$ cat src/design/spatial_chunk_hash_table_defines.svh
// Assertion macros shared by the spatial chunk hash table RTL.
// No dependencies; included by the files that carry concurrent assertions.
`ifndef SPATIAL_CHUNK_HASH_TABLE_DEFINES_SVH
`define SPATIAL_CHUNK_HASH_TABLE_DEFINES_SVH

// Same-cycle implication, disabled while reset is asserted.
`define SCHT_ASSERT_IMPL(label, clk, rst_n, ante, cons, msg) \
    label: assert property (@(posedge clk) disable iff (!rst_n) (ante) |-> (cons)) \
        else $error(msg);

// Next-cycle implication, disabled while reset is asserted.
`define SCHT_ASSERT_NEXT(label, clk, rst_n, ante, cons, msg) \
    label: assert property (@(posedge clk) disable iff (!rst_n) (ante) |=> (cons)) \
        else $error(msg);

`endif

$ cat src/design/scht_ram.sv
// Generic simple dual-port RAM with one write port and a registered read port.
// No dependencies.
module scht_ram #(
    parameter int WIDTH = 8,
    parameter int DEPTH = 16
) (
    input  logic                     i_clk,
    input  logic                     i_we,
    input  logic [$clog2(DEPTH)-1:0] i_waddr,
    input  logic [WIDTH-1:0]         i_wdata,
    input  logic                     i_re,
    input  logic [$clog2(DEPTH)-1:0] i_raddr,
    output logic [WIDTH-1:0]         o_rdata
);
    logic [WIDTH-1:0] r_mem [DEPTH];
    logic [WIDTH-1:0] r_rdata;

    always_ff @(posedge i_clk) begin
        if (i_we) begin
            r_mem[i_waddr] <= i_wdata;
        end
        if (i_re) begin
            r_rdata <= r_mem[i_raddr];
        end
    end

    assign o_rdata = r_rdata;
endmodule

$ cat config.mk
export PLATFORM = sky130hd
export DESIGN_NAME = scht_ram
export DESIGN_NICKNAME = d
export VERILOG_FILES = /design/src/design/spatial_chunk_hash_table_defines.svh /design/src/design/scht_ram.sv
export SDC_FILE = /design/constraint.sdc
export NUM_CORES = 1
export LEC_CHECK = 0
export BUFFER_PORTS_ARGS = -buffer_cell sky130_fd_sc_hd__buf_2
export CAP_MARGIN = 20
export CORE_ASPECT_RATIO = 0.5
export CORE_UTILIZATION = 50
export DETAILED_ROUTE_END_ITERATION = 6
export PLACE_DENSITY_LB_ADDON = 0.3
export SYNTH_ARGS = -nofsm -noshare
export SYNTH_HDL_FRONTEND = slang
export SYNTH_SLANG_ARGS = --single-unit
$ cat constraint.sdc
create_clock -name i_clk -period 1.9 [get_ports i_clk]
set_input_delay 0.19 -clock i_clk [delete_from_list [all_inputs] [get_ports i_clk]]
set_output_delay 0.19 -clock i_clk [all_outputs]
set_load 0.05 [all_outputs]
# == After elaboration in Yosys (flattened, before gate mapping) ==
# Memories as Yosys holds them, arrays and structs flattened. A register that Yosys moved wholly into a read port is not among the register bits.
# Cells that the tools add are included.
# totals
mem_count,1
mem_bits_rw,128
reg_bits,0
output_inout_bits,8
in_bits,19
# memory_table
memory,depth,width,read_ports,rd_clocked_by_memory_dff,wr,line_no,text
r_mem,16,8,1,1,1,scht_ram.sv:15,logic [WIDTH-1:0] r_mem [DEPTH];
# op_classes
muxes,2
# op_table
op,count
$mux 1,2

# == Longest topological paths before layout ==
# logic_depth
ltp_word,2
depth_mapped,5
ltp_nobuf,3

# == Worst setup path before layout ==
# OpenSTA, ideal clock, no wires.
# synth_path
path_type,input-to-reg
startpoint,input i_waddr[2]
endpoint,"memory r_mem[0][0], enable pin"
t_arrival_ps,1300
setup_time_ps,383
stages,2
slack_ps,217
cell_sequence,or3b_2 > nor3_1
# synth_lines
element,line_no,text
start: declaration,scht_ram.sv:9,"input logic [$clog2(DEPTH)-1:0] i_waddr,"
end: declaration,scht_ram.sv:15,
# No word-level cell before the write port.

==> flow_results.org <==
** Floorplanning
- In this run the core area contains 25 standard-cell rows.
- Initial cell density of the core :: 0.534
- From bottom edge to top edge, the die measures approximately 74 um.
- The die is 147 um wide.
- Core Box Area :: ~9800 sq um
- The die covers 10900 sq um.
- During I/O placement, the number of pins put on the boundary was 27.

** Route
- Summing over every cut layer, the via total after detailed routing is 2535.
- Count of nets left with antenna violations after detail routing :: 0
- After detailed routing, the total wire length is 9.72 mm.
- The pre-antenna-repair detailed-routing pass consisted of 4 iterations.
- Drt via density :: approximately 6
- For this run, design rule violations remaining after detail routing come to 0.
- After the first detailed-routing iteration, the DRC count stood at 280.
- Per-cell routed wire length :: between 20 and 25 um

** Clock tree
- Cts hold-fix bufs :: 0
- The H-tree generated during clock tree synthesis spans 4 levels.
- Maximum count of clock buffers along a single path :: 2
- Buffers inserted during post-CTS setup optimization :: 0
- CTS Root Cell :: sky130_fd_sc_hd__clkbuf_16
- Cts bufs inserted :: 17
- Post-cts resize count :: 0
- Clock tree from TritonCTS :: built
- Register clock-pin slew on the reported worst setup and hold paths :: 0.05 ns
- Clock sink total :: around 140
- Later-pin clock latency in the skew report :: 0.42 ns

** Critical path
- Slack of the worst reg-to-reg path :: 0.31 ns
- Arrival time of data at the critical path endpoint :: 1.74 ns
- Of all nets on the critical path, the largest fanout is 1.
- The worst register-to-register path begins at r_mem[1][5].
- For this run, the slowest stage of the critical path takes 0.54 ns.
- The worst setup path is captured at a flip-flop.
- Counting both buffers and inverters, the worst setup path holds a total of 0.
- CP startpoint kind :: flip-flop
- Ordered list of cells on the worst path :: mux4_1 > a22oi_1 > nand2_1
- STA puts the critical path data required time at between 2 and 2.5 ns.
- In this run the critical register-to-register path is captured at o_rdata[5].
- Broken down by cell family, the worst path's largest delay share belongs to multiplexers.
- Measured in cells, the most critical reg-to-reg path has a length of 3.
- For this design, the slowest cell found on the critical path is sky130_fd_sc_hd__mux4_1.
- Kind of critical path :: flip-flop to flip-flop

** Layout
- Area added between synthesis and finish :: 18.6%
- NumNets Final :: ~310
- Post-Layout Cell Count :: 434
- Diodes inserted :: 0
- In the final layout, the share of cells above drive strength 1 is 0.301.

** Power
- Static leakage :: 2.11 nW
- Across the VDD grid, the largest voltage drop is 0.000679 V.
- The internal portion of the total power is 5.41 mW.
- Dividing total power by cell area gives a power density of 1080 nW/um^2.
- Sw power :: between 1 and 1.5 mW
- The share of total power dissipated in sequential elements is 0.506.
- Switching part of the total :: 0.195
- The share of total power dissipated in the clock network is 0.438.
- Share of power burned in combinational logic :: 0.056

** Status
- Outcome :: complete, no violations

** Yosys
- Averaged over all synthesized cells, the footprint is ~23 sq um.
- When the netlist entered floorplanning its net count stood at approximately 250.
- Instance count of the mapped netlist :: 229
- For this run, the register share of the synthesized area comes to 0.781.
- The number of different library cells used by synthesis comes to 18.
- Synthesis inferred 136 register bits.
- Netlist area before placement :: approximately 5200 sq um
- For this run, the number of Yosys warnings is 0.

** Timing
- Measured slew at the worst slew-check pin :: 0.402 ns
- Max Clock Skew :: around 0.024 ns
- In the finished design, the share of the clock period the worst path needs comes to 0.835.
- Slew Viols, Final :: 0
- Min Tclk post-route :: 1.59 ns
- RSZ-0062 raised after global routing :: false
- Across all hold checks on the routed design, the worst slack comes to ~0.14 ns.
- Count of final setup violators :: 0
- Setup total negative slack on the finished layout was measured at 0 ns.
- For this run, the top clock speed supported by timing is 630 MHz.
- Max-slew headroom at the worst pin :: 0.732
- Final Hold Vio Count :: 0

** GRT
- Number of antenna violations at the first check in global routing :: 0
- For this run, the total global-route usage over all layers was measured as 0.205.
- Wire length of the first global-routing pass :: 15.1 mm
- Entering global routing, the biggest net connects 27 pins.
- GR Overflow Total :: 0
- Vias in the first global route :: between 2000 and 3000

** Min path
- Hold endpoint :: o_rdata[0]
- Counting instances, the worst hold path has a depth of 1.
- In this run the most critical hold path is launched from i_re.
- Class of the worst hold path :: input pin to flip-flop

** Job
- Max-capacitance violation count :: 0

** Place
- Cell Count Post-Placement :: 405
- Input and output buffers added on the ports amount to 26.
- Routability-driven placement finished with a final weighted congestion of 0.770.
- Once detailed placement completed, the half-perimeter wirelength came to 6.21 mm.
[registers in the layout, summed over array words and instances, names as in the netlist]
name     count
r_mem      128
o_rdata      8
[cell usage in the layout (no fill, tap or decap)]
cell,n
sky130_fd_sc_hd__mux4_2,18
sky130_fd_sc_hd__bufinv_16,2
sky130_fd_sc_hd__edfxtp_1,136
sky130_fd_sc_hd__clkbuf_16,17
sky130_fd_sc_hd__buf_4,21
sky130_fd_sc_hd__or3b_2,1
sky130_fd_sc_hd__nand3_1,1
sky130_fd_sc_hd__nand2_1,9
sky130_fd_sc_hd__mux4_1,14
sky130_fd_sc_hd__nor3_1,4
sky130_fd_sc_hd__a22oi_1,16
sky130_fd_sc_hd__nor2b_1,1
sky130_fd_sc_hd__nor2_1,13
sky130_fd_sc_hd__nand3b_1,2
sky130_fd_sc_hd__buf_2,26
sky130_fd_sc_hd__and2_1,1
sky130_fd_sc_hd__clkinv_2,1
sky130_fd_sc_hd__nand2b_1,2
sky130_fd_sc_hd__clkinv_1,4
sky130_fd_sc_hd__clkbuf_1,5
sky130_fd_sc_hd__and2b_1,1
sky130_fd_sc_hd__buf_12,4
[layer usage]
| layer | up-vias | share of wire | global-route usage |
|---|---|---|---|
| met4 | 0 | 0.0073 | 0.0833 |
| met2 | 105 | 0.46 | 0.298 |
| met3 | 9 | 0.080 | 0.0632 |
| li1 | 1104 | - | - |
| met1 | 1317 | 0.45 | 0.293 |
| met5 | - | 0 | 0 |
[synthesized netlist by cell type]
library cell                      instances  area share
sky130_fd_sc_hd__mux4_1                  14       0.070
sky130_fd_sc_hd__nand3_1                  1     0.00096
sky130_fd_sc_hd__a22oi_1                 16       0.023
sky130_fd_sc_hd__nand2b_1                 2      0.0024
sky130_fd_sc_hd__mux4_2                  18       0.078
sky130_fd_sc_hd__edfxtp_1               136        0.78
sky130_fd_sc_hd__and2_1                   1      0.0012
sky130_fd_sc_hd__nand3b_1                 2      0.0029
sky130_fd_sc_hd__nor3_1                   4      0.0038
sky130_fd_sc_hd__buf_6                    3      0.0065
sky130_fd_sc_hd__buf_4                    1      0.0014
sky130_fd_sc_hd__nand2_1                  9      0.0065
sky130_fd_sc_hd__buf_2                    3      0.0029
sky130_fd_sc_hd__nor2_1                  13      0.0093
sky130_fd_sc_hd__clkdlybuf4s25_2          3      0.0057
sky130_fd_sc_hd__nor2b_1                  1      0.0012
sky130_fd_sc_hd__or3b_2                   1      0.0017
sky130_fd_sc_hd__and2b_1                  1      0.0014
[through the flow]
step,power [mW],worst slack (ns),utilization,area [sq um]
2_1_floorplan,3.68,0.217,-,5230
3_3_place_gp,3.82,0.0356,0.580,5680
3_5_place_dp,3.84,0.0330,0.580,5680
4_1_cts,6.78,0.306,0.633,6200
5_1_grt,6.92,0.232,0.633,6200
6_report,6.72,0.313,0.633,6200
[power groups by stage]
stage	logic (mW)	registers [mW]	clock network (mW)
2_1_floorplan	0.171	3.51	0
3_3_place_gp	0.366	3.46	0
3_5_place_dp	0.374	3.46	0
4_1_cts	0.377	3.40	3.00
5_1_grt	0.401	3.41	3.11
6_report	0.373	3.40	2.94
[how the worst max path moves through the flow]
| stage | from | end | slack [ns] | cells after the start |
|---|---|---|---|---|
| after floorplan | i_waddr[2] | r_mem[0][0] | 0.22 | 2 |
| after global placement | i_raddr[0] | o_rdata[1] | 0.04 | 6 |
| after detailed placement | i_raddr[0] | o_rdata[1] | 0.03 | 6 |
| after CTS | r_mem[1][5] | o_rdata[5] | 0.31 | 3 |
| after global routing | r_mem[1][5] | o_rdata[5] | 0.23 | 3 |
| final | r_mem[1][5] | o_rdata[5] | 0.31 | 3 |
[final cells by class]
type                            count  area, sq um
Clock inverter                      7         80.1
Sequential cell                   136         4080
Tap cell                          135          169
Clock buffer                       22          444
Multi-Input combinational cell     83         1060
Timing Repair Buffer               51          368
Fill cell                         634         3590
[logic make-up (layout without fill, tap and decap cells)]
group / count (synthesis) / after routing / share of synthesized area
compound gates: 16 / 16 / 0.0230
simple gates: 35 / 35 / 0.0314
mux: 32 / 32 / 0.148
flops: 136 / 136 / 0.781
buf+inv: 10 / 80 / 0.0165
(Power assumes the default switching activity.)
