--- src/design/spatial_chunk_hash_table_defines.svh ---
// Assertion macros shared by the spatial chunk hash table RTL.
// No dependencies; included by the files that carry concurrent assertions.
`ifndef SPATIAL_CHUNK_HASH_TABLE_DEFINES_SVH
`define SPATIAL_CHUNK_HASH_TABLE_DEFINES_SVH

// Same-cycle implication, disabled while reset is asserted.
`define SCHT_ASSERT_IMPL(label, clk, rst_n, ante, cons, msg) \
    label: assert property (@(posedge clk) disable iff (!rst_n) (ante) |-> (cons)) \
        else $error(msg);

// Next-cycle implication, disabled while reset is asserted.
`define SCHT_ASSERT_NEXT(label, clk, rst_n, ante, cons, msg) \
    label: assert property (@(posedge clk) disable iff (!rst_n) (ante) |=> (cons)) \
        else $error(msg);

`endif

--- src/design/scht_pkg.sv ---
// Shared constants and types of the spatial chunk hash table.
// No dependencies; compiled before every other file of the block.
package scht_pkg;

    localparam int KEY_IN_W     = 26;
    localparam int HANDLE_OUT_W = 13;

    // Hash weights of the x, y and z coordinates.
    localparam int HASH_MUL_X = 19;
    localparam int HASH_MUL_Y = 7;
    localparam int HASH_MUL_Z = 3;

    typedef struct packed {
        logic                    found;
        logic                    inserted;
        logic [HANDLE_OUT_W-1:0] entry_handle;
        logic                    pool_full;
    } t_result;

endpackage

--- src/design/scht_hash.sv ---
// Key preparation and slot hash: sign-extends the coordinates from KEY_BITS
// and forms 19x + 7y + 3z reduced to a primary slot. Depends on scht_pkg.
module scht_hash #(
    parameter int KEY_BITS      = 26,
    parameter int PRIMARY_SLOTS = 4096
) (
    input  logic signed [scht_pkg::KEY_IN_W-1:0]  i_key_x,
    input  logic signed [scht_pkg::KEY_IN_W-1:0]  i_key_y,
    input  logic signed [scht_pkg::KEY_IN_W-1:0]  i_key_z,
    output logic [KEY_BITS-1:0]                   o_key_x,
    output logic [KEY_BITS-1:0]                   o_key_y,
    output logic [KEY_BITS-1:0]                   o_key_z,
    output logic [$clog2(PRIMARY_SLOTS)-1:0]      o_slot
);
    import scht_pkg::*;

    localparam int SLOT_W = $clog2(PRIMARY_SLOTS);

    logic signed [31:0]         w_wide_x, w_wide_y, w_wide_z;
    logic signed [KEY_BITS-1:0] w_k_x, w_k_y, w_k_z;
    logic signed [31:0]         w_s_x, w_s_y, w_s_z;
    logic [SLOT_W-1:0]          w_sum;

    assign w_wide_x = 32'(i_key_x);
    assign w_wide_y = 32'(i_key_y);
    assign w_wide_z = 32'(i_key_z);

    assign w_k_x = w_wide_x[KEY_BITS-1:0];
    assign w_k_y = w_wide_y[KEY_BITS-1:0];
    assign w_k_z = w_wide_z[KEY_BITS-1:0];

    assign w_s_x = 32'(w_k_x);
    assign w_s_y = 32'(w_k_y);
    assign w_s_z = 32'(w_k_z);

    // Only the low slot bits of the 32-bit wrapping sum reach the mask, so
    // the sum is formed at that width.
    assign w_sum = SLOT_W'(HASH_MUL_X) * w_s_x[SLOT_W-1:0]
                 + SLOT_W'(HASH_MUL_Y) * w_s_y[SLOT_W-1:0]
                 + SLOT_W'(HASH_MUL_Z) * w_s_z[SLOT_W-1:0];

    // Masking with the slot count minus one already keeps the index in range.
    assign o_slot  = w_sum & SLOT_W'(PRIMARY_SLOTS - 1);
    assign o_key_x = w_k_x;
    assign o_key_y = w_k_y;
    assign o_key_z = w_k_z;
endmodule

--- config.mk ---
export PLATFORM = sky130hd
export DESIGN_NAME = scht_hash
export DESIGN_NICKNAME = d
export VERILOG_FILES = /design/src/design/spatial_chunk_hash_table_defines.svh /design/src/design/scht_pkg.sv /design/src/design/scht_hash.sv
export SDC_FILE = /design/constraint.sdc
export NUM_CORES = 1
export LEC_CHECK = 0
export BUFFER_PORTS_ARGS = -buffer_cell sky130_fd_sc_hd__buf_2
export CORE_MARGIN = 3
export CORE_UTILIZATION = 40
export DETAILED_ROUTE_END_ITERATION = 8
export GPL_ROUTABILITY_DRIVEN = 0
export MAX_ROUTING_LAYER = met4
export PLACE_DENSITY = 0.85
export SKIP_LAST_GASP = 1
export SYNTH_ARGS = -nofsm -noshare
export SYNTH_HDL_FRONTEND = slang
export SYNTH_SLANG_ARGS = --single-unit
--- constraint.sdc ---
create_clock -name vclk -period 5.5
set_input_delay 0.55 -clock vclk [all_inputs]
set_output_delay 0.55 -clock vclk [all_outputs]
set_load 0.1 [all_outputs]
; After elaboration in Yosys (flattened, before gate mapping)
; Cells that the tools add are included.
[totals]
output_inout_bits = 90
regBits = 0
in_bits = 78
elab_cells = 5
[op_classes]
mul = 3
n_addsub = 2
[op_table]
columns = cell, n
row1 = $add 12x12->12, 2
row2 = $mul 2x12->12 const A, 1
row3 = $mul 3x12->12 const A, 1
row4 = $mul 5x12->12 const A, 1

; Depth between registers and ports, before layout
; Gate-level depths: netlist (run 1).
[depth]
ltp_word = 3
ltp_mapped = 17
depth_no_buf = 17

; Least setup slack after synthesis (run 1)
; Ideal clock, no wire load.
[synth_timing]
path_kind = input to output
start = input port i_key_y[2] in the netlist's numbering
end = output port o_slot[8]
slack_ns = -1.098
required_time_ns = 4.950
path_buffers = 0
stages = 16
arrival_ns = 6.048
path_cell_list = inv_1 -> fa_1 -> inv_1 -> fa_1 -> inv_1 -> fa_1 -> inv_1 -> fa_1 -> inv_1 -> fa_1 -> inv_1 -> ha_1 -> or4_4 -> a211oi_4 -> nor2_1 -> xnor2_1
[synth_via]
elab_chain_len = 3
[synth_rtl]
columns = element, line
row1 = from (decl), scht_hash.sv:8  ; input logic signed [scht_pkg::KEY_IN_W-1:0] i_key_y,
row2 = $mul 3x12->12, scht_hash.sv:39  ; + SLOT_W'(HASH_MUL_Y) * w_s_y[SLOT_W-1:0]
row3 = $add 12x12->12, scht_hash.sv:39
row4 = $add 12x12->12, scht_hash.sv:40  ; + SLOT_W'(HASH_MUL_Z) * w_s_z[SLOT_W-1:0];
row5 = to (decl), scht_hash.sv:13  ; output logic [$clog2(PRIMARY_SLOTS)-1:0] o_slot
; Every way passes these cells.

; Worst setup path after layout (run 1)
[layout_timing]
start = input port i_key_x[1] in the netlist's numbering
end = output port o_slot[10]
[layout_via]
elab_chain_len = 3
[layout_rtl]
columns = element, line
row1 = from (decl), scht_hash.sv:7  ; input logic signed [scht_pkg::KEY_IN_W-1:0] i_key_x,
row2 = $mul 5x12->12, scht_hash.sv:38  ; assign w_sum = SLOT_W'(HASH_MUL_X) * w_s_x[SLOT_W-1:0]
row3 = $add 12x12->12, scht_hash.sv:39
row4 = $add 12x12->12, scht_hash.sv:40
; Every way passes these cells.

==> out/results.ini, run 1 <==
[synthesis]
ys_seq_area_share_pct = 0
syn_avg_cell_area_um2 = 9.109
syn_area_um2 = 2696
synth_commonest_cells = 85 x inv_1, 78 x buf_4, 52 x fa_1
synth.most_common_cell = inv_1
synth_top_area_share_pct = 38.61
ys_top_cells_by_area = fa_1 39%, buf_4 22%, ha_1 13%
ys_warn_count = 0
synth.distinct_cells = 25
syn_inst = 296
synth_top_area_cell = fa_1
synthesis.nets = 455

[route]
wire_per_inst_um = 12.59
detail-route-antenna-nets = 0
drt_wl_total_um = 5098
drt-initial-drc-count = 19
vias = 1869
drc = 0
via_per_inst = 4.615
dr.pass1.iters = 4

[layout]
antenna_cells = 0
nNetsFinal = 489
seq_cells = 0
drive_gt1_share_pct = 43.60
area_growth_syn_to_layout_pct = 15.36
seq_area_um2 = 0
fill_cells = 598
nClkBuffers = 0

[grt]
grt_pass1_wl_um = 8507
overflow = 0
grt_start_max_net_pins = 6
track_usage_pct = 14.18
antenna_found_initial = 0
grt_pass1_vias = 2028

[placed_design]
io_buffers = 84
dp_hpwl_um = 4929

[critical_path]
start_kind = primary input
worstSetupPathType = primary input to primary output
required_ns = 4.95
cp_max_fo = 2
end_kind = primary output
arrival_ns = 4.94

[timing]
hold_viol = 0
setup_viol = 0
relSlewSlack_pct = 66.83
final_max_slew_viol_count = 0
max_freq_ghz = 0.1822
fin_crit_ns = 5.490
fin_crit_sh_pct = 99.81
grt_setup_unrepaired = yes
whs_ns = 1.100
worstMarginPinSlew_ns = 0.5010

[floorplan]
die_w_um = 88.10
start_util_pct = 41.75
ios = 168
die_area_um2 = 7762
coreArea_um2 = 6459
fp-row-count = 29
die_y_um = 88.10

[clock_tree]
hold_buffers = 0

[outcome]
status = finished, final reports clean

[worst_hold_path]
hold_path.class = primary input to primary output

[flow_run]
cap_violations = 0

## cells in the final DEF, fill, tap and decap left out, types with 2 or more instances in the layout
cell type and instances:
a21oi_1 4, a21oi_2 2, buf_12 7, buf_2 74, buf_4 26, buf_6 3
fa_1 51, ha_1 24, ha_2 4, inv_1 75, inv_2 10, nor2_1 6
o21ai_1 2, xnor2_1 12, xnor2_4 5, xor2_1 3
## routing by layer
layer	vias to the layer above	routed length, um	GRT usage (%)
met5	-	0	-
met4	0	79	1.923
met3	12	322	1.505
met2	96	2705	26.51
met1	910	1990	16.77
li1	851	-	-
## final timing paths
| kind | to | start | cells after the start | slack, ns |
|---|---|---|---|---|
| setup / recovery | o_slot[10] | i_key_x[1] | 17 | 0.01 |
| hold / removal | o_key_x[20] | i_key_x[20] | 0 | 1.10 |
## layout make-up
cell class	instances	area [um2]	area share, %
Timing Repair Buffer	110	739.5	23.77
Tap cell	77	96.34	3.097
Multi-Input combinational cell	132	1951	62.71
Inverter	86	324.1	10.42
## cells by family (layout without fill, tap and decap cells)
| kind of cell | Yosys count | after routing | share of synthesized area, % |
|---|---|---|---|
| adders and majority gates | 81 | 81 | 52.07 |
| buffers and inverters | 164 | 196 | 33.74 |
| xor gates and xnor gates | 22 | 22 | 7.146 |
| AOI/OAI and AO/OA | 17 | 17 | 4.827 |
| and+or+nand+nor | 12 | 12 | 2.227 |
## worst max-delay path: stages
cell	delay [ns]
buf_2	0.11
inv_2	0.04
fa_1	0.52
inv_2	0.04
fa_1	0.54
fa_1	0.43
fa_1	0.51
inv_1	0.05
fa_1	0.47
inv_1	0.05
ha_2	0.17
or4_4	0.54
a211oi_4	0.20
o31ai_2	0.12
a21oi_2	0.25
xnor2_4	0.16
buf_12	0.19
## per-stage QoR
stage | setup TNS [ns] | setup slack [ns] | cell area (um2) | cells | utilization [%]
6_report | 0 | 0.01045 | 3110 | 405 | 48.16
3_3_place_gp | -0.1977 | -0.1706 | 3035 | 403 | 47.00
2_1_floorplan | -0.01719 | -0.01719 | 2819 | 296 | -
3_5_place_dp | -0.2557 | -0.1716 | 3035 | 403 | 47.00
5_1_grt | -0.1250 | -0.1222 | 3110 | 405 | 48.16
4_1_cts | -0.05826 | -0.05826 | 3074 | 405 | 47.60
## repair_timing
action,in CTS,in global routing
setup endpoints to repair,2,3
setup buffers,2,0
pin swaps,19,18
gates resized for setup,13,10
Power of run 1 is not shown: default switching activity piles up to over one toggle a cycle in this logic, so the estimate is an artifact.
==> run 2: changes to the inputs <==
--- a/config.mk
+++ b/config.mk
@@ -11,7 +11,7 @@
 export DETAILED_ROUTE_END_ITERATION = 8
 export GPL_ROUTABILITY_DRIVEN = 0
 export MAX_ROUTING_LAYER = met4
-export PLACE_DENSITY = 0.85
+export PLACE_DENSITY = 0.82
 export SKIP_LAST_GASP = 1
 export SYNTH_ARGS = -nofsm -noshare
 export SYNTH_HDL_FRONTEND = slang
==> constraint.sdc (replaced) <==
create_clock -name vclk -period 6.9
set_input_delay 0.69 -clock vclk [all_inputs]
set_output_delay 0.69 -clock vclk [all_outputs]
set_load 0.1 [all_outputs]
==> out/results.ini, run 2 (same netlist as run 1, synthesis figures left out) <==
[floorplan]
die_w_um = 88.10  ; unchanged
fp-row-count = 29  ; unchanged
start_util_pct = 41.75  ; unchanged
die_y_um = 88.10  ; unchanged
coreArea_um2 = 6459  ; unchanged
die_area_um2 = 7762  ; unchanged
ios = 168  ; unchanged

[layout]
layout_commonest_cell = inv_1
seq_area_um2 = 0  ; unchanged
area_growth_syn_to_layout_pct = -2.552
drive_gt1_share_pct = 29.47  ; -14 points
final_cell_mix = 85 x inv_1, 84 x buf_2, 52 x fa_1, 29 x ha_1, 18 x xnor2_1
nClkBuffers = 0  ; unchanged
antenna_cells = 0  ; unchanged
nNetsFinal = 463  ; -5.3%
fill_cells = 654  ; +9.4%
seq_cells = 0  ; unchanged

[route]
detail-route-antenna-nets = 0  ; unchanged
wire_per_inst_um = 12.37  ; -1.7%
dr.pass1.iters = 4  ; unchanged
drt_wl_total_um = 4688  ; -8.0%
drc = 0  ; unchanged
drt-initial-drc-count = 8  ; -11
via_per_inst = 4.583  ; -0.69%
vias = 1737  ; -7.1%

[critical_path]
end_kind = primary output
path_buf_inv = 8  ; +2
worstSetupPathType = primary input to primary output
start_kind = primary input
required_ns = 6.21  ; +1.26 ns
crit_slowest_cell = or4_4
path_cells = buf_2, inv_1, fa_1, inv_1, fa_1, inv_1, fa_1, inv_1, fa_1, inv_1, fa_1, inv_1, ha_1, or4_4, a211oi_4, o31ai_2, a21oi_2, xnor2_1, buf_2
arrival_ns = 5.64  ; +0.70 ns
slowest_delay_ns = 0.56  ; +0.02 ns
cpLargestDelayFamily = adder cells
cp_max_fo = 4  ; +2
critical_path.most_common_cell = inv_1

[flow_run]
cap_violations = 0  ; unchanged

[timing]
setup_viol = 0  ; unchanged
tns_ns = 0  ; unchanged
worstMarginPinSlew_ns = 0.4969  ; -0.004148 ns
fin_crit_sh_pct = 91.77
grt_setup_unrepaired = no
fin_crit_ns = 6.332
final_max_slew_viol_count = 0  ; unchanged
max_freq_ghz = 0.1579
hold_viol = 0  ; unchanged
relSlewSlack_pct = 67.10  ; +0.27 points

[worst_hold_path]
hold_path.startpoint = i_key_x[17]
hold_path.class = primary input to primary output
whs_endpoint = o_key_x[17]
min_path_cells = 0  ; unchanged

[placed_design]
dp_hpwl_um = 4540  ; -7.9%
io_buffers = 84  ; unchanged

[grt]
grt_start_max_net_pins = 7  ; +1
antenna_found_initial = 0  ; unchanged
track_usage_pct = 12.59  ; -1.6 points
grt_pass1_wl_um = 7638  ; -10%
grt_pass1_vias = 1751  ; -14%
overflow = 0  ; unchanged

[clock_tree]
postCtsResizedCells = 0  ; -13
postCtsSetupBuffers = 0  ; -2
hold_buffers = 0  ; unchanged

[outcome]
status = finished, final reports clean

[run 2: changes by cell type in the layout (fill, tap and decap cells not counted), moves of 3 or more]
cell | before | now
buf_12 | 7 | 0
buf_2 | 74 | 84
buf_4 | 26 | 0
buf_6 | 3 | 0
ha_1 | 24 | 29
ha_2 | 4 | 0
inv_1 | 75 | 85
inv_2 | 10 | 0
xnor2_1 | 12 | 18
xnor2_4 | 5 | 0
[run 2: how the worst max path moves through the flow]
stage                    start    endpoint  depth (start not counted)
floorplan           i_key_y[2]   o_slot[8]                         16
global placement    i_key_y[2]  o_slot[10]                         19
detailed placement  i_key_y[2]  o_slot[10]                         19
CTS                 i_key_y[2]  o_slot[10]                         19
global route        i_key_y[2]  o_slot[10]                         19
finish              i_key_y[2]  o_slot[10]                         19
[run 2: per-stage QoR]
stage / hold slack (ns) / utilization, % / area [um2] / cells / setup WS, ns
finish: 1.380 / 40.68 / 2628 / 379 / 0.5677
detailed placement: 1.381 / 40.68 / 2628 / 379 / 0.5273
global route: 1.380 / 40.68 / 2628 / 379 / 0.2985
global placement: 1.381 / 40.68 / 2628 / 379 / 0.5757
CTS: 1.381 / 40.68 / 2628 / 379 / 0.5189
floorplan: 1.592 / - / 2696 / 296 / 0.02247
[run 2: routing by layer]
layer  GRT usage, %  wire length [um]  up-vias
met4         0.8242                23        0
li1               -                 -      800
met1          15.78              1833      842
met3          1.223               367        4
met5              -                 0        -
met2          23.01              2463       91
[run 2: cell type report]
type,count,area (um2),share of cell area (%)
inverter,86,324.1,12.33
multi-input combinational,132,1787,68.00
tap,77,96.34,3.667
timing repair buffer,84,420.4,16.00
Power of run 2 is left out for the same reason.
